$ cat src/sv/ftli_pkg.sv
`timescale 1ns / 1ps
// ----------------------------------------------------------------------------
// ftli_pkg
// Shared types, codes and the default low-pass coefficient table.
// ----------------------------------------------------------------------------
package ftli_pkg;

  localparam logic CMD_SAMPLE = 1'b0;
  localparam logic CMD_COEF   = 1'b1;

  localparam int SAMPLE_W = 13;
  localparam int COEF_W   = 16;
  localparam int TAPNUM_W = 8;
  localparam int VALUE_W  = 32;
  localparam int LEVEL_W  = 5;
  localparam int LED_W    = 8;
  localparam int PROD_W   = SAMPLE_W + COEF_W;
  localparam int FRAC_W   = 15;

  localparam int S_TDATA_W = 40;
  localparam int M_TDATA_W = 48;

  localparam logic signed [VALUE_W-1:0] LEVEL_OFFSET = -32'sd32;

  typedef struct packed {
    logic wr_sample;
    logic wr_coef;
    logic start;
    logic issue;
    logic filt;
    logic load_out;
  } ftli_cmd_t;

  typedef struct packed {
    logic last_tap;
    logic pipe_busy;
    logic out_free;
  } ftli_stat_t;

  function automatic logic signed [COEF_W-1:0] ftli_default_coef(input logic [TAPNUM_W-1:0] idx);
    logic signed [COEF_W-1:0] c;
    case (idx)
      8'd0:  c = 16'sd152;
      8'd1:  c = 16'sd242;
      8'd2:  c = -16'sd79;
      8'd3:  c = -16'sd233;
      8'd4:  c = 16'sd107;
      8'd5:  c = 16'sd2;
      8'd6:  c = -16'sd307;
      8'd7:  c = 16'sd130;
      8'd8:  c = 16'sd143;
      8'd9:  c = -16'sd436;
      8'd10: c = 16'sd100;
      8'd11: c = 16'sd375;
      8'd12: c = -16'sd587;
      8'd13: c = -16'sd35;
      8'd14: c = 16'sd729;
      8'd15: c = -16'sd737;
      8'd16: c = -16'sd356;
      8'd17: c = 16'sd1298;
      8'd18: c = -16'sd863;
      8'd19: c = -16'sd1106;
      8'd20: c = 16'sd2464;
      8'd21: c = -16'sd947;
      8'd22: c = -16'sd3944;
      8'd23: c = 16'sd9435;
      8'd24: c = 16'sd20869;
      8'd25: c = 16'sd9435;
      8'd26: c = -16'sd3944;
      8'd27: c = -16'sd947;
      8'd28: c = 16'sd2464;
      8'd29: c = -16'sd1106;
      8'd30: c = -16'sd863;
      8'd31: c = 16'sd1298;
      8'd32: c = -16'sd356;
      8'd33: c = -16'sd737;
      8'd34: c = 16'sd729;
      8'd35: c = -16'sd35;
      8'd36: c = -16'sd587;
      8'd37: c = 16'sd375;
      8'd38: c = 16'sd100;
      8'd39: c = -16'sd436;
      8'd40: c = 16'sd143;
      8'd41: c = 16'sd130;
      8'd42: c = -16'sd307;
      8'd43: c = 16'sd2;
      8'd44: c = 16'sd107;
      8'd45: c = -16'sd233;
      8'd46: c = -16'sd79;
      8'd47: c = 16'sd242;
      8'd48: c = 16'sd152;
      default: c = '0;
    endcase
    return c;
  endfunction

endpackage

$ cat src/sv/ftli_ram.sv
`timescale 1ns / 1ps
// ----------------------------------------------------------------------------
// ftli_ram
// Simple dual-port RAM: one write port, one registered read port.
// ----------------------------------------------------------------------------
module ftli_ram #(
  parameter int WIDTH  = 16,
  parameter int DEPTH  = 49,
  parameter int ADDR_W = (DEPTH > 1) ? $clog2(DEPTH) : 1
) (
  input  logic              clk,
  input  logic              we,
  input  logic [ADDR_W-1:0] waddr,
  input  logic [WIDTH-1:0]  wdata,
  input  logic [ADDR_W-1:0] raddr,
  output logic [WIDTH-1:0]  rdata
);

  logic [WIDTH-1:0] mem [DEPTH];

  always_ff @(posedge clk) begin
    if (we) begin
      mem[waddr] <= wdata;
    end
    rdata <= mem[raddr];
  end

endmodule

$ cat src/sv/ftli_ctrl.sv
`timescale 1ns / 1ps
// ----------------------------------------------------------------------------
// ftli_ctrl
// Request sequencer: accepts requests, steps the tap walk, hands off results.
// ----------------------------------------------------------------------------
module ftli_ctrl
  import ftli_pkg::*;
(
  input  logic       clk,
  input  logic       rst,
  input  logic       cfg_wr_en,
  input  logic       cfg_wr_data,
  input  logic       req_valid,
  input  logic       req_cmd,
  output logic       req_ready,
  input  ftli_stat_t stat,
  output ftli_cmd_t  cmd
);

  localparam logic [1:0] ST_IDLE   = 2'd0;
  localparam logic [1:0] ST_MAC    = 2'd1;
  localparam logic [1:0] ST_DRAIN  = 2'd2;
  localparam logic [1:0] ST_FINISH = 2'd3;

  logic [1:0] state;
  logic [1:0] state_next;
  logic       filter_enable;

  always_ff @(posedge clk) begin
    if (rst) begin
      state         <= ST_IDLE;
      filter_enable <= 1'b0;
    end else begin
      state <= state_next;
      if (cfg_wr_en) begin
        filter_enable <= cfg_wr_data;
      end
    end
  end

  assign req_ready = (state == ST_IDLE);

  always_comb begin
    state_next = state;
    cmd        = '0;
    cmd.filt   = filter_enable;
    case (state)
      ST_IDLE: begin
        if (req_valid) begin
          if (req_cmd == CMD_COEF) begin
            cmd.wr_coef = 1'b1;
          end else begin
            cmd.wr_sample = 1'b1;
            cmd.start     = 1'b1;
            state_next    = filter_enable ? ST_MAC : ST_FINISH;
          end
        end
      end
      ST_MAC: begin
        cmd.issue = 1'b1;
        if (stat.last_tap) begin
          state_next = ST_DRAIN;
        end
      end
      ST_DRAIN: begin
        if (!stat.pipe_busy) begin
          state_next = ST_FINISH;
        end
      end
      ST_FINISH: begin
        if (stat.out_free) begin
          cmd.load_out = 1'b1;
          state_next   = ST_IDLE;
        end
      end
      default: begin
        state_next = ST_IDLE;
      end
    endcase
  end

endmodule

$ cat src/sv/ftli_dp.sv
`timescale 1ns / 1ps
// ----------------------------------------------------------------------------
// ftli_dp
// Sample ring, coefficient store, shared multiply-accumulate and LED output.
// ----------------------------------------------------------------------------
module ftli_dp
  import ftli_pkg::*;
#(
  parameter int TAP_COUNT = 49,
  parameter int PWM_TOP   = 16
) (
  input  logic                       clk,
  input  logic                       rst,
  input  ftli_cmd_t                  cmd,
  output ftli_stat_t                 stat,
  input  logic signed [SAMPLE_W-1:0] sample,
  input  logic [TAPNUM_W-1:0]        tap_number,
  input  logic signed [COEF_W-1:0]   tap_weight,
  output logic                       out_valid,
  input  logic                       out_ready,
  output logic [LED_W-1:0]           led_pattern,
  output logic signed [VALUE_W-1:0]  signal_value,
  output logic [LEVEL_W-1:0]         tilt_level
);

  localparam int AW    = (TAP_COUNT > 1) ? $clog2(TAP_COUNT) : 1;
  localparam int CW    = $clog2(TAP_COUNT + 1);
  localparam int PW    = $clog2(PWM_TOP + 2);
  localparam int ACC_W = PROD_W + CW;

  logic [AW-1:0]              write_slot;
  logic [CW-1:0]              fill;
  logic signed [SAMPLE_W-1:0] sample_reg;
  logic [TAP_COUNT-1:0]       coef_vld;
  logic                       coef_in_range;
  logic [AW-1:0]              tap_k;
  logic [AW-1:0]              rd_idx;
  logic                       v1;
  logic                       v2;
  logic                       s_ok;
  logic                       c_ok;
  logic [AW-1:0]              tap_k_d;
  logic [SAMPLE_W-1:0]        ring_rdata;
  logic [COEF_W-1:0]          coef_rdata;
  logic signed [SAMPLE_W-1:0] samp_op;
  logic signed [COEF_W-1:0]   coef_op;
  logic signed [PROD_W-1:0]   prod;
  logic signed [ACC_W-1:0]    acc;
  logic signed [ACC_W-1:0]    acc_adj;
  logic signed [VALUE_W-1:0]  fir_value;
  logic signed [VALUE_W-1:0]  value;
  logic [VALUE_W-1:0]         shifted;
  logic [2:0]                 sel;
  logic [LEVEL_W-1:0]         level;
  logic [LED_W-1:0]           led;
  logic [PW-1:0]              pwm_phase;

  assign coef_in_range = ({1'b0, tap_number} < 9'(TAP_COUNT));

  ftli_ram #(.WIDTH(SAMPLE_W), .DEPTH(TAP_COUNT)) u_ring (
    .clk   (clk),
    .we    (cmd.wr_sample),
    .waddr (write_slot),
    .wdata (sample),
    .raddr (rd_idx),
    .rdata (ring_rdata)
  );

  ftli_ram #(.WIDTH(COEF_W), .DEPTH(TAP_COUNT)) u_coef (
    .clk   (clk),
    .we    (cmd.wr_coef && coef_in_range),
    .waddr (tap_number[AW-1:0]),
    .wdata (tap_weight),
    .raddr (tap_k),
    .rdata (coef_rdata)
  );

  // ring slots never written read as zero, coefficients never written read as default
  always_ff @(posedge clk) begin
    if (rst) begin
      write_slot <= '0;
      fill       <= '0;
      coef_vld   <= '0;
      v1         <= 1'b0;
      v2         <= 1'b0;
      pwm_phase  <= '0;
      out_valid  <= 1'b0;
    end else begin
      if (cmd.wr_sample) begin
        write_slot <= (write_slot == AW'(TAP_COUNT - 1)) ? '0 : write_slot + AW'(1);
        if (fill != CW'(TAP_COUNT)) begin
          fill <= fill + CW'(1);
        end
      end
      if (cmd.wr_coef && coef_in_range) begin
        coef_vld[tap_number[AW-1:0]] <= 1'b1;
      end
      v1 <= cmd.issue;
      v2 <= v1;
      if (cmd.load_out) begin
        out_valid <= 1'b1;
        pwm_phase <= (pwm_phase > PW'(PWM_TOP)) ? '0 : pwm_phase + PW'(1);
      end else if (out_ready) begin
        out_valid <= 1'b0;
      end
    end
  end

  always_ff @(posedge clk) begin
    if (cmd.wr_sample) begin
      sample_reg <= sample;
    end
    if (cmd.start) begin
      tap_k  <= '0;
      rd_idx <= write_slot;
    end else if (cmd.issue) begin
      tap_k  <= tap_k + AW'(1);
      rd_idx <= (rd_idx == '0) ? AW'(TAP_COUNT - 1) : rd_idx - AW'(1);
    end
    s_ok    <= (CW'(rd_idx) < fill);
    c_ok    <= coef_vld[tap_k];
    tap_k_d <= tap_k;
    prod    <= coef_op * samp_op;
    if (cmd.start) begin
      acc <= '0;
    end else if (v2) begin
      acc <= acc + ACC_W'(prod);
    end
    if (cmd.load_out) begin
      led_pattern  <= (9'(pwm_phase) < 9'(level)) ? (led >> 1) : led;
      signal_value <= value;
      tilt_level   <= level;
    end
  end

  assign samp_op = s_ok ? signed'(ring_rdata) : '0;
  assign coef_op = c_ok ? signed'(coef_rdata) : ftli_default_coef(TAPNUM_W'(tap_k_d));

  // divide by 2^15, truncating toward zero
  assign acc_adj   = acc + (acc[ACC_W-1] ? ACC_W'((1 << FRAC_W) - 1) : '0);
  assign fir_value = VALUE_W'(acc_adj >>> FRAC_W);
  assign value     = cmd.filt ? fir_value : VALUE_W'(sample_reg);
  assign shifted   = value + LEVEL_OFFSET;
  assign sel       = shifted[8:6];
  assign level     = shifted[5:1];

  always_comb begin
    case (sel)
      3'd0:    led = 8'h08;
      3'd1:    led = 8'h04;
      3'd2:    led = 8'h02;
      3'd3:    led = 8'h01;
      3'd4:    led = 8'h80;
      3'd5:    led = 8'h40;
      3'd6:    led = 8'h20;
      3'd7:    led = 8'h10;
      default: led = 8'h00;
    endcase
  end

  assign stat.last_tap  = (tap_k == AW'(TAP_COUNT - 1));
  assign stat.pipe_busy = v1 | v2;
  assign stat.out_free  = !out_valid || out_ready;

endmodule

$ cat src/sv/fir_tilt_led_indicator.sv
`timescale 1ns / 1ps
// ----------------------------------------------------------------------------
// fir_tilt_led_indicator
// Tilt indicator with optional FIR low-pass filter driving eight dimmed LEDs.
// ----------------------------------------------------------------------------
// Sequence: in raw mode an accepted sample goes straight to the finish state, which loads
//   the output register once it is free; in filtered mode the single multiply-accumulate
//   unit first walks the taps one per cycle and the product pipeline drains. A coefficient
//   write leaves the block ready; a new sample is taken only after the last result is loaded.
// Reset: clears control, the ring reads as zero until filled and coefficients read
//   the default low-pass set until written; no clearing pass.
module fir_tilt_led_indicator
  import ftli_pkg::*;
#(
  parameter int TAP_COUNT = 49,
  parameter int PWM_TOP   = 16
) (
  input  logic                 clk,
  input  logic                 rst,
  input  logic                 cfg_wr_en,
  input  logic                 cfg_wr_data,    // filter_enable
  input  logic                 s_axis_tvalid,
  output logic                 s_axis_tready,
  input  logic [S_TDATA_W-1:0] s_axis_tdata,   // sample[12:0], tap_number[20:13], tap_weight[36:21]
  input  logic [0:0]           s_axis_tuser,   // cmd[0]
  output logic                 m_axis_tvalid,
  input  logic                 m_axis_tready,
  output logic [M_TDATA_W-1:0] m_axis_tdata    // led_pattern[7:0], signal_value[39:8], tilt_level[44:40]
);

  ftli_cmd_t                  cmd;
  ftli_stat_t                 stat;
  logic [LED_W-1:0]           led_pattern;
  logic signed [VALUE_W-1:0]  signal_value;
  logic [LEVEL_W-1:0]         tilt_level;

  ftli_ctrl u_ctrl (
    .clk         (clk),
    .rst         (rst),
    .cfg_wr_en   (cfg_wr_en),
    .cfg_wr_data (cfg_wr_data),
    .req_valid   (s_axis_tvalid),
    .req_cmd     (s_axis_tuser[0]),
    .req_ready   (s_axis_tready),
    .stat        (stat),
    .cmd         (cmd)
  );

  ftli_dp #(.TAP_COUNT(TAP_COUNT), .PWM_TOP(PWM_TOP)) u_dp (
    .clk          (clk),
    .rst          (rst),
    .cmd          (cmd),
    .stat         (stat),
    .sample       (s_axis_tdata[12:0]),
    .tap_number   (s_axis_tdata[20:13]),
    .tap_weight   (s_axis_tdata[36:21]),
    .out_valid    (m_axis_tvalid),
    .out_ready    (m_axis_tready),
    .led_pattern  (led_pattern),
    .signal_value (signal_value),
    .tilt_level   (tilt_level)
  );

  assign m_axis_tdata = {3'b000, tilt_level, signal_value, led_pattern};

  a_coef_stays_ready: assert property (@(posedge clk) disable iff (rst)
    (s_axis_tvalid && s_axis_tready && s_axis_tuser[0] == CMD_COEF) |=> s_axis_tready)
    else $error("coefficient write left the block busy");

  a_sample_goes_busy: assert property (@(posedge clk) disable iff (rst)
    (s_axis_tvalid && s_axis_tready && s_axis_tuser[0] == CMD_SAMPLE) |=> !s_axis_tready)
    else $error("sample request did not start processing");

  a_result_from_busy: assert property (@(posedge clk) disable iff (rst)
    $rose(m_axis_tvalid) |-> $past(!s_axis_tready))
    else $error("result raised without a sample in progress");

endmodule

$ cat config.mk
export PLATFORM = sky130hd
export DESIGN_NAME = fir_tilt_led_indicator
export DESIGN_NICKNAME = d
export VERILOG_FILES = /design/src/sv/ftli_pkg.sv /design/src/sv/ftli_ram.sv /design/src/sv/ftli_ctrl.sv /design/src/sv/ftli_dp.sv /design/src/sv/fir_tilt_led_indicator.sv
export SDC_FILE = /design/constraint.sdc
export NUM_CORES = 2
export LEC_CHECK = 0
export ABC_AREA = 1
export CAP_MARGIN = 20
export CORE_MARGIN = 2
export CORE_UTILIZATION = 36
export CTS_CLUSTER_DIAMETER = 150
export DETAILED_ROUTE_END_ITERATION = 16
export DONT_BUFFER_PORTS = 1
export GPL_TIMING_DRIVEN = 0
export HOLD_SLACK_MARGIN = 0.12
export PLACE_DENSITY_LB_ADDON = 0.3
export SLEW_MARGIN = 20
export SYNTH_ARGS = -nofsm -noshare
export SYNTH_HDL_FRONTEND = slang
export SYNTH_HIERARCHICAL = 1
export SYNTH_SLANG_ARGS = --single-unit
$ cat constraint.sdc
create_clock -name clk -period 17.94 [get_ports clk]
set_input_delay 3.588 -clock clk [delete_from_list [all_inputs] [get_ports clk]]
set_output_delay 3.588 -clock clk [all_outputs]
set_load 0.02 [all_outputs]
==> results_dict.tcl <==
set metrics [dict create \
    dr.pass1.iters 7 \
    cts_setup_buffers 0 \
    reg_top3 "u_dp/u_coef/mem x784, u_dp/u_ring/mem x637, u_dp/coef_vld x49" \
    cpMostUsedCell "fa_1" \
    stdcell_area_um2 89200 \
    netlist.area_leader.share_pct 56.1 \
    ys.flop_type "edfxtp_1" \
    synth_area_leaders "edfxtp_1, nand2_1, nand3_1, fa_1, dfxtp_1" \
    cts_buffers 178 \
    top_register "u_dp/u_coef/mem" \
    tightestPinTransition_ns 1.18 \
    synth_most_common_cell "nand2_1" \
    die_w_um 471 \
    dieArea_um2 222000 \
    r2r_slack_ns 10.17 \
    syn_area_per_cell_um2 10.4 \
    period_share_pct 43.3 \
    grt.overflow.total 0 \
    hold_violations 0 \
    rr_worst_depth 22 \
    synth_common_cells "nand2_1, edfxtp_1, nand3_1" \
    status "finished clean" \
    largest_register_ffs 784 \
    cts_tree "yes" \
    clkPwrFrac_pct 22.6 \
    grt.total_usage_pct 22.0 \
    vias 57283 \
    insertion_delay_ns 0.88 \
    crit_type "flip-flop to flip-flop" \
    crit_start "u_dp/s_ok" \
    crit_end "u_dp/prod[28]" \
    num-fill-cells 20674 \
    num_rows 171 \
    ir_drop_mv 0.218 \
    dp_hpwl_um 174000 \
    clockRootBuffer "clkbuf_16" \
    ys_seq_area_share_pct 60.9 \
    hp-class "flip-flop to flip-flop" \
    power.leakage_nw 34.4 \
    critPathLaunchType "flip-flop" \
    post_dp_cell_area_um2 83400 \
    switching_share_pct 44.1 \
    finalCriticalPeriod_ns 7.77 \
    clock_path_buffers 3 \
    yosysTopAreaCell "edfxtp_1" \
    synthArstFlopShare_pct 0 \
    internal_power_mw 8.98 \
    r2r-start "u_dp/s_ok" \
    cellPowerDensity_nw_per_um2 180 \
    arrival_ns 8.45 \
    clkTransAtPathRegs_ns 0.06 \
    drv_slew 0 \
    cts_hold_buf 0 \
    switching_power_mw 7.09 \
    worstPathCellList "clkbuf_1, clkbuf_1, nand2_1, clkbuf_1, nor2_1, fa_1, inv_1, fa_1, fa_1, inv_1, fa_1, inv_1, fa_1, inv_1, ha_1, ha_1, nand2_1, nor4_1, o21ai_0, nand3_1, a211oi_1, xor2_1" \
    rr_endpoint "u_dp/prod[28]" \
    crit_required_ns 18.63 \
    critPathMaxFanout 10 \
    skew_ns 0.0865 \
    slowest_stage "nor4_1" \
    antenna_found_initial 4 \
    syn_inst 7551 \
    rsz0062_at_grt "no" \
    seqCellArea_um2 47900 \
    combPwrFrac_pct 49.1 \
    place_congestion 0.984 \
    tns_ns 0 \
    end_kind "flip-flop" \
    syn_to_final_growth_pct 13.4 \
    port_buffers 0 \
    via_per_inst 5.30 \
    maxCapViolations 0 \
    final_layout_size_suffix_gt1_share_pct 9.89 \
    routed_wl_um 249000 \
    synth-edff-count 1469 \
    die_y_um 471 \
    post_cts_resized 0 \
    fin_nets 8195 \
    synthesis.area_um2 78700 \
    multi_input_area_um2 26800 \
    core_area_um2 217000 \
    ant_nets 0 \
    cts.sinks 1657 \
    fmax_mhz 129 \
    h-tree-depth 4 \
    setup-violations-final 0 \
    max_stage_delay_ns 0.63 \
    grt_max_degree 51 \
    start_util_pct 36.2 \
    drt-initial-drc-count 6088 \
    ys_ff_latch 1657 \
    synthDistinctLibCells 67 \
    grt_pass1_wl_um 363000 \
    seqPwrFrac_pct 28.4 \
    boundaryPins 97 \
    routedWlPerCell_um 23.1 \
    ys_warn_count 6 \
    slew_headroom_pct 20.6 \
    grt_pass1_vias 54930 \
    drc 0 \
]
==> stage by stage <==
step	util [%]	power, mW	cells	setup slack (ns)	hold slack, ns
after global routing	41.1	17.2	10802	9.71	0.476
after floorplan	-	9.81	7553	11.09	0.410
after CTS	41.1	16.0	10801	10.21	0.460
after detailed placement	38.4	12.4	10473	10.24	0.450
final	41.1	16.1	10808	10.17	0.458
after global placement	37.9	12.3	10407	8.04	0.437
==> how the worst min path moves through the flow <==
| stage | from | endpoint | slack (ns) | cells past startpoint |
|---|---|---|---|---|
| after floorplan | u_dp/v1 | u_dp/v2 | 0.41 | 2 |
| after global placement | u_dp/coef_vld[5] | u_dp/coef_vld[5] | 0.44 | 2 |
| after detailed placement | u_dp/coef_vld[37] | u_dp/coef_vld[37] | 0.45 | 2 |
| after CTS | u_dp/coef_vld[32] | u_dp/coef_vld[32] | 0.46 | 2 |
| after global routing | u_dp/coef_vld[5] | u_dp/coef_vld[5] | 0.48 | 2 |
| final | u_dp/coef_vld[33] | u_dp/coef_vld[33] | 0.46 | 2 |
==> metal layers <==
layer	share of wire [%]	vias to the layer above	global-route usage (%)	wire, um
met1	42	28149	30.1	105000
met3	8.7	430	3.95	21800
met2	45	2544	34.8	113000
met5	0.0092	-	0	23
met4	3.7	4	8.14	9190
li1	-	26156	-	-
==> critical path, delay by kind of cell (launching register included) <==
family / cells / cell delay (ns)
AO/OA/AOI/OAI: 2 / 0.43
flip-flops: 1 / 0.31
buffers and inverters: 7 / 1.42
AND/OR/NAND/NOR: 5 / 1.78
adder cells (fa/ha/maj): 7 / 3.47
XOR/XNOR: 1 / 0.18
==> power groups by stage <==
| stage | Sequential [mW] | Combinational (mW) | Clock [mW] |
|---|---|---|---|
| finish | 4.56 | 7.89 | 3.63 |
| global route | 4.58 | 8.73 | 3.84 |
| CTS | 4.56 | 7.79 | 3.69 |
| detailed placement | 4.64 | 7.73 | 0 |
| global placement | 4.64 | 7.67 | 0 |
| floorplan | 4.57 | 5.24 | 0 |
==> area by class of cell <==
class                           instances  area share (%)
Antenna cell                            7          0.0196
Buffer                                385            2.67
Clock buffer                          234            5.37
Clock inverter                         94            1.08
Inverter                              535            2.26
Multi-Input combinational cell       4976            30.0
Sequential cell                      1657            53.7
Tap cell                             2854            4.00
Timing Repair Buffer                   66           0.899
==> placed cells by master (no fill, tap or decap), types with 129 or more instances in the layout <==
cell and instances:
dfxtp_1 188, nor2_1 344, clkbuf_16 180, edfxtp_1 1469, ha_1 153, inv_1 514
o21ai_0 129, nand2_1 2246, clkbuf_1 130, fa_1 196, a21oi_1 185, buf_2 179
nand3_1 1268
==> cell families (layout without fill, tap and decap cells) <==
group | count (synthesis) | count (layout) | synth area share (%)
XOR/XNOR | 64 | 64 | 0.713
buffers and inverters | 920 | 1314 | 5.60
AND/OR/NAND/NOR | 4117 | 4117 | 22.3
flip-flops | 1657 | 1657 | 60.9
other | 1 | 10 | 0.00477
adder cells (fa/ha/maj) | 349 | 349 | 7.42
AO/OA/AOI/OAI | 443 | 443 | 3.13
(Power assumes the default switching activity.)
